[config.mk]
export PLATFORM = sky130hd
export DESIGN_NAME = idb_sect_mem
export DESIGN_NICKNAME = d
export VERILOG_FILES = /design/src/rtl/core/idb_pkg.sv /design/src/rtl/core/idb_sect_mem.sv
export SDC_FILE = /design/constraint.sdc
export NUM_CORES = 2
export LEC_CHECK = 0
export BUFFER_PORTS_ARGS = -buffer_cell sky130_fd_sc_hd__buf_2
export CAP_MARGIN = 20
export CORE_ASPECT_RATIO = 0.8
export CORE_MARGIN = 3
export CORE_UTILIZATION = 55
export DETAILED_ROUTE_END_ITERATION = 8
export HOLD_SLACK_MARGIN = 0.05
export PLACE_DENSITY_LB_ADDON = 0.25
export SETUP_SLACK_MARGIN = 0.1
export SYNTH_ARGS = -nofsm -noshare
export SYNTH_HDL_FRONTEND = slang
export SYNTH_SLANG_ARGS = --single-unit
[constraint.sdc]
create_clock -name clk -period 1.7 [get_ports clk]
set_input_delay 0 -clock clk [delete_from_list [all_inputs] [get_ports clk]]
set_output_delay 0 -clock clk [all_outputs]
set_load 0.005 [all_outputs]
[src/rtl/core/idb_pkg.sv]
// Shared constants, types, coefficient tables and fixed-point helpers of the IIR decimator.
package idb_pkg;

    localparam int MAX_SECTIONS = 9;
    localparam int CHANNELS     = 2;
    localparam int SAMPLE_BITS  = 24;

    localparam int COEF_W     = 32;
    localparam int COEF_SHIFT = 28;
    localparam int MEM_W      = 48;
    // mulq result: 48-bit state times 32-bit coefficient, scaled down by 2^28
    localparam int PROD_W     = MEM_W + COEF_W - COEF_SHIFT;
    // recursion partial sums: input plus bias minus up to two products
    localparam int T_W        = PROD_W + 2;
    localparam int XB_W       = SAMPLE_BITS + 2;
    localparam int ACC_W      = PROD_W + $clog2(2 * MAX_SECTIONS + 1);

    localparam int ROWS  = MAX_SECTIONS * CHANNELS;
    localparam int ROW_W = $clog2(ROWS);
    localparam int SEC_W = $clog2(MAX_SECTIONS);
    localparam int CH_W  = (CHANNELS > 1) ? $clog2(CHANNELS) : 1;

    localparam int FAST_LEN   = 4;
    localparam int BEST_LEN   = 9;
    localparam int FAST_IDX_W = $clog2(FAST_LEN);
    localparam int BEST_IDX_W = $clog2(BEST_LEN);
    localparam int FAST_USED  = (FAST_LEN < MAX_SECTIONS) ? FAST_LEN : MAX_SECTIONS;
    localparam int BEST_USED  = (BEST_LEN < MAX_SECTIONS) ? BEST_LEN : MAX_SECTIONS;

    localparam int CFG_IDX_W  = 1;
    localparam int CFG_DATA_W = SAMPLE_BITS;
    localparam logic [CFG_IDX_W-1:0] REG_QUALITY = 1'd0;
    localparam logic [CFG_IDX_W-1:0] REG_BIAS    = 1'd1;

    typedef logic signed [SAMPLE_BITS-1:0] sample_t;
    typedef logic signed [COEF_W-1:0]      coef_word_t;
    typedef logic signed [MEM_W-1:0]       mem_word_t;
    typedef logic signed [PROD_W-1:0]      prod_t;

    typedef struct packed {
        coef_word_t num1;
        coef_word_t num2;
        coef_word_t den1;
        coef_word_t den2;
    } coef_t;

    typedef struct packed {
        logic             rd_en;
        logic [ROW_W-1:0] rd_row;
        logic             wr_en;
        logic [ROW_W-1:0] wr_row;
        logic             clear;
    } mem_req_t;

    // Q3.28 from a decimal scaled by 1e9, rounded half away from zero
    function automatic coef_word_t cq(input longint n);
        longint r;
        r = (n * 64'sd268435456 + ((n < 0) ? -64'sd500000000 : 64'sd500000000))
            / 64'sd1000000000;
        return COEF_W'(r);
    endfunction

    localparam coef_word_t GAIN_FAST = cq(64'sd882838);
    localparam coef_word_t GAIN_BEST = cq(64'sd1431379);

    localparam coef_t TABLE_FAST [FAST_LEN] = '{
        '{cq(64'sd1215377077), cq(-64'sd358644550), cq(-64'sd972220719), cq(64'sd252934736)},
        '{cq(-64'sd1525654419), cq(64'sd867849186), cq(-64'sd977713689), cq(64'sd376580617)},
        '{cq(64'sd136094442), cq(-64'sd504141168), cq(-64'sd1007004472), cq(64'sd584048855)},
        '{cq(64'sd180604082), cq(-64'sd4676243), cq(-64'sd1093486919), cq(64'sd844904525)}
    };

    localparam coef_t TABLE_BEST [BEST_LEN] = '{
        '{cq(64'sd2858003567), cq(-64'sd260734268), cq(-64'sd602478422), cq(64'sd109823443)},
        '{cq(-64'sd4395194084), cq(64'sd1465197533), cq(-64'sd533817668), cq(64'sd226045922)},
        '{cq(64'sd866385507), cq(-64'sd2105385142), cq(-64'sd429134968), cq(64'sd403512574)},
        '{cq(64'sd1671614855), cq(64'sd796359588), cq(-64'sd324989203), cq(64'sd580756667)},
        '{cq(-64'sd1199627593), cq(64'sd587359518), cq(-64'sd241486447), cq(64'sd724264900)},
        '{cq(64'sd16317799), cq(-64'sd628233474), cq(-64'sd182766026), cq(64'sd827774002)},
        '{cq(64'sd284044159), cq(64'sd103862000), cq(-64'sd145276650), cq(64'sd898510502)},
        '{cq(-64'sd81057884), cq(64'sd78155158), cq(-64'sd123965847), cq(64'sd947105258)},
        '{cq(-64'sd8726089), cq(-64'sd22209823), cq(-64'sd115056854), cq(64'sd983542001)}
    };

    function automatic coef_t coef_rom(input logic quality, input logic [SEC_W-1:0] sec);
        coef_t k;
        if (quality)
        begin
            k = TABLE_BEST[BEST_IDX_W'(sec)];
        end
        else
        begin
            k = TABLE_FAST[FAST_IDX_W'(sec)];
        end
        return k;
    endfunction

    function automatic mem_word_t sat_mem(input logic signed [T_W-1:0] v);
        mem_word_t r;
        if ((v[T_W-1:MEM_W-1] == '0) || (v[T_W-1:MEM_W-1] == '1))
        begin
            r = v[MEM_W-1:0];
        end
        else if (v[T_W-1])
        begin
            r = {1'b1, {(MEM_W-1){1'b0}}};
        end
        else
        begin
            r = {1'b0, {(MEM_W-1){1'b1}}};
        end
        return r;
    endfunction

    function automatic sample_t sat_out(input logic signed [ACC_W-1:0] v);
        sample_t r;
        if ((v[ACC_W-1:SAMPLE_BITS-1] == '0) || (v[ACC_W-1:SAMPLE_BITS-1] == '1))
        begin
            r = v[SAMPLE_BITS-1:0];
        end
        else if (v[ACC_W-1])
        begin
            r = {1'b1, {(SAMPLE_BITS-1){1'b0}}};
        end
        else
        begin
            r = {1'b0, {(SAMPLE_BITS-1){1'b1}}};
        end
        return r;
    endfunction

endpackage

[src/rtl/core/idb_sect_mem.sv]
// Section state memories (w0 and w1 per section and channel) with per-row valid bits.
module idb_sect_mem (
    input  logic               clk,
    input  logic               rst_n,
    input  idb_pkg::mem_req_t  req,
    input  idb_pkg::mem_word_t w0_wr,
    input  idb_pkg::mem_word_t w1_wr,
    output idb_pkg::mem_word_t w0_rd,
    output idb_pkg::mem_word_t w1_rd
);
    import idb_pkg::*;

    mem_word_t       w0_mem [ROWS];
    mem_word_t       w1_mem [ROWS];
    mem_word_t       w0_rd_reg;
    mem_word_t       w1_rd_reg;
    logic [ROWS-1:0] vld_reg;
    logic            rd_vld_reg;

    always_ff @(posedge clk)
    begin
        if (req.wr_en)
        begin
            w0_mem[req.wr_row] <= w0_wr;
            w1_mem[req.wr_row] <= w1_wr;
        end
        if (req.rd_en)
        begin
            w0_rd_reg <= w0_mem[req.rd_row];
            w1_rd_reg <= w1_mem[req.rd_row];
        end
    end

    // a row never written since reset or a mode change reads as zero
    always_ff @(posedge clk or negedge rst_n)
    begin
        if (!rst_n)
        begin
            vld_reg    <= '0;
            rd_vld_reg <= 1'b0;
        end
        else
        begin
            if (req.clear)
            begin
                vld_reg <= '0;
            end
            else if (req.wr_en)
            begin
                vld_reg[req.wr_row] <= 1'b1;
            end
            if (req.rd_en)
            begin
                rd_vld_reg <= vld_reg[req.rd_row];
            end
        end
    end

    assign w0_rd = rd_vld_reg ? w0_rd_reg : '0;
    assign w1_rd = rd_vld_reg ? w1_rd_reg : '0;

endmodule

# After elaboration in Yosys (flattened, before gate mapping)
# Memories as Yosys holds them, arrays and structs flattened. A register that Yosys moved wholly into a read port is not among the register bits.
# Cells that the tools add are included.
# W data, S select, Z words.
[op_classes]
n_lt_le_gt_ge = 3
n_mux = 10
bitwise_logic = 1
reduce_logical = 2
[op_table]
columns = ["op", "count"]
rows = [
  ["$mux W48", 2],
  ["$mux W18", 2],
  ["$or A18 B18 Y18", 1],
  ["$lt A5 B6 Y1 const B", 2],
  ["$bmux W1 S5", 1],
  ["$demux W1 S5", 1],
  ["$ge A5 B1 Y1 const B", 1],
  ["$mux W1", 4],
  ["$reduce_bool A2 Y1", 1],
  ["$logic_and A1 B1 Y1", 1],
]
[word_totals]
regBits = 19
ram_bits = 1728
inputBits = 111
output_inout_bits = 96
wordCells = 20
n_memories = 2
[mem_list]
columns = ["name", "words", "width", "rd", "rd_clocked_by_memory_dff", "wr", "line_no", "rtl"]
rows = [
  ["w0_mem", 18, 48, 1, 1, 1, "idb_sect_mem.sv:13", "mem_word_t w0_mem [ROWS];"],
  ["w1_mem", 18, 48, 1, 1, 1, "idb_sect_mem.sv:14", "mem_word_t w1_mem [ROWS];"],
]

# Longest topological paths before layout
[logic_depth]
word_depth = 7
ltp_mapped = 8
depth_no_buf = 4

# Least setup slack after synthesis
# OpenSTA, ideal clock, no wires.
[synth_timing]
path_type = "input-to-reg"
from = "input port req[2] in the netlist's numbering"
to = "memory w0_mem[12][0] in the netlist's numbering, enable pin"
setup_ns = 0.553
t_arrival_ns = 4.583
t_required_ns = 1.147
slack_ns = -3.436
path_stages = 2
path_buffers = 0
cell_sequence = "or3b_2 -> nor2_1"
[synth_lines]
columns = ["item", "line_no", "rtl"]
rows = [
  ["start, declared", "idb_sect_mem.sv:5", "input idb_pkg::mem_req_t req,"],
  ["end, declared", "idb_sect_mem.sv:13", ""],
]
# Straight into the memory's write port.

# Worst setup path in the final report
[layout_timing]
from = "register rd_vld_reg"
to = "output port w0_rd[23]"
[layout_via]
elab_chain_len = 1
[layout_rtl]
columns = ["item", "line_no", "rtl"]
rows = [
  ["start, declared", "idb_sect_mem.sv:18", "logic rd_vld_reg;"],
  ["start signal, assigned", "idb_sect_mem.sv:54", "rd_vld_reg <= vld_reg[req.rd_row];"],
  ["$mux W48", "idb_sect_mem.sv:59", "assign w0_rd = rd_vld_reg ? w0_rd_reg : '0;"],
  ["end, declared", "idb_sect_mem.sv:8", "output idb_pkg::mem_word_t w0_rd,"],
]
# Every way passes these cells.

==> results.yml <==
timing:
  drv_slew: 0
  fin_crit_sh_pct: 114
  period_needed_ps: 1940
  worst_slew_pin_slew_ps: 906
  fmax_mhz: 515
  rsz0062_at_grt: "yes"
  max-slew-margin-rel_pct: 39.4
  fin_ws_ps: -241
  tns_ps: -19930
  setup_violations: 96
  finalHoldViolCount: 0
  skew_ps: 24.4
finish:
  finish.utilization_pct: 67.0
  syn2layout_area_growth_pct: 20.3
  multi_input_area_sq_mm: 0.0140
  fillers: 8065
  seq_area_sq_mm: 0.0553
  drive_gt1_share_pct: 25.3
  largest_registers: "w0_mem: 864 flops, w1_mem: 864 flops"
  nets: 4213
power_and_ir_drop:
  power.switching_mw: 19.4
  power_frac_seq_pct: 53.8
  ir_worst_vdd_mv: 1.03
  switching_share_pct: 20.5
  powerDensity_mw_per_mm2: 1120
  combPwrFrac_pct: 5.6
  p_clk_share_pct: 40.6
  p_int_mw: 75.3
  power_leakage_nw: 28.8
cts:
  cts_max_level: 4
  cts_root_buf: "clkbuf_16"
  clock_latency_ps: 790
  clk_path_buf_depth: 3
  cts_sinks: 1843
  path_clk_slew_ps: 70
  cts_buffers: 169
  tritoncts: "built"
synthesis:
  yosys.area.top_type: "edfxtp_1"
  syn-num-nets: 3580
  ys.flop_type: "edfxtp_1"
  synthDistinctLibCells: 29
  syn_avg_cell_area_sq_um: 20.2
  async_flop_share_pct: 1.03
  ys_seq_elements: 1843
  syn_area_sq_mm: 0.0700
  ys_top_cells_by_count: "edfxtp_1 (1824), mux2i_1 (482), mux4_2 (195)"
  yosysSeqAreaShare_pct: 78.9
  synth.area.top_cells: "edfxtp_1 (78%), mux2i_1 (6.9%), mux4_2 (6.3%)"
  yosys_warnings: 0
  synth_most_common_cell: "edfxtp_1"
  postSynthCellCount: 3469
  synth_top_area_share_pct: 78.2
  synth-edff-count: 1824
setup_path:
  crit_path_max_fanout: 24
  cp-end-kind: "primary output"
  worstPathRequired_ps: 1700
  r2r_cells: 3
  rrSetupSlack_ps: 140
  path_class: "reg -> out"
  rr_startpoint: "w0_mem[15][0]"
  arrival_ps: 1940
  start_kind: "flip-flop"
  worstReg2RegEnd: "w0_rd_reg[0]"
routing:
  first_iter_violations: 3861
  wl_met2_mm: 80.9
  first_pass_iters: 5
  vias_per_cell: 6.16
  antenna_left: 0
  routed.top_layer: "met5"
  routedLengthMet1_mm: 70.4
  wl_per_cell_um: 28.4
  wl_mm: 167
  drc: 0
  num_vias: 36300
  wl_met3_mm: 12.1
die:
  die_y_um: 325
  num_rows: 116
  coreArea_sq_mm: 0.126
  floorplan.initialDensity_pct: 55.7
  ios: 207
  die-area_sq_mm: 0.132
  die-width_um: 405
hold_path:
  min_from: "w1_wr[23]"
  min_to: "w1_mem[6][23]"
  hp-class: "in -> reg"
  holdPathStages: 2
flow_run:
  drv_cap: 0
place:
  hpwl_mm: 99.3
  place_ws_ps: -134
  port_buffers: 206
  place_congestion: 0.779
global_route:
  grt_pass1_wl_mm: 245
  grt_max_degree: 67
  track_usage_pct: 25.3
  grt_pass1_vias: 36700
  antenna_found_initial: 3
  overflow: 0
run_status:
  failed_checks: "setup timing"
  status: "finished with violations"
per-layer routing:
layer | vias to the layer above | GRT usage [%]
li1 | 15500 | -
met1 | 19100 | 37.2
met2 | 1461 | 40.2
met3 | 235 | 3.91
met4 | 2 | 6.92
met5 | - | 0
how the worst max path moves through the flow:
stage,from,end,cells after the start
global route,rd_vld_reg,w1_rd[10],4
detailed placement,req[7],w1_rd_reg[15],6
global placement,req[7],w0_rd_reg[14],8
finish,rd_vld_reg,w0_rd[23],4
floorplan,req[2],w0_mem[5][0],2
CTS,rd_vld_reg,w0_rd[42],4
per-stage QoR:
stage | instances | power (mW) | cell area [sq um] | hold slack (ps)
3_3_place_gp | 5444 | 56.6 | 76600 | -35.3
2_1_floorplan | 3469 | 54.2 | 70100 | -296
6_report | 5888 | 94.7 | 84200 | 158
3_5_place_dp | 5444 | 56.7 | 76600 | -32.0
5_1_grt | 5888 | 97.4 | 84200 | 138
4_1_cts | 5871 | 95.2 | 83800 | 97.9
power groups by stage:
stage | sequential [mW] | clock (mW) | combinational [mW]
2_1_floorplan | 51.8 | 0 | 2.45
3_3_place_gp | 51.9 | 0 | 4.67
3_5_place_dp | 51.9 | 0 | 4.76
4_1_cts | 50.9 | 39.1 | 5.23
5_1_grt | 51.0 | 40.8 | 5.63
6_report | 50.9 | 38.5 | 5.26
cells in the final DEF, fill, tap and decap left out, drive strengths merged, types with 97 or more instances in the layout:
cell / Yosys / final
mux4: 195 / 195
buf: 125 / 540
dlygate4sd3: 0 / 110
clkbuf: 71 / 219
edfxtp: 1824 / 1824
a22oi: 192 / 192
and2: 97 / 97
mux2i: 482 / 482
nand3: 98 / 98
a21oi: 98 / 98
area by class of cell:
| class | count | area share, % |
|---|---|---|
| Antenna cell | 1 | 0.00297 |
| Clock buffer | 213 | 5.43 |
| Clock inverter | 91 | 1.21 |
| Inverter | 1 | 0.0104 |
| Multi-Input combinational cell | 1429 | 16.7 |
| Sequential cell | 1843 | 65.6 |
| Tap cell | 1652 | 2.45 |
| Timing Repair Buffer | 658 | 8.62 |
repair_timing:
action / 4_1_cts / 5_1_grt
gates cloned: 4 / 6
setup buffers: 6 / 12
resized for setup: 83 / 37
hold buffers: 113 / 0
pin swaps: 0 / 3
setup endpoints to repair: 96 / 375
hold endpoints to repair: 2354 / 0
kinds of logic (layout without fill, tap and decap cells):
family                 after synthesis  count (layout)  synth area share (%)
AO/OA/AOI/OAI                      389             389                  3.83
buffers and inverters              197             963                  1.50
flip-flops                        1843            1843                  78.9
multiplexers                       678             678                  13.2
other                                0               1                     0
AND/OR/NAND/NOR                    362             362                  2.55
critical path, stage by stage (launching register included):
cell and delay [ps]:
dfrtp_4 540, buf_6 150, buf_12 140, and2_1 150
buf_2 140
(Power assumes the default switching activity.)
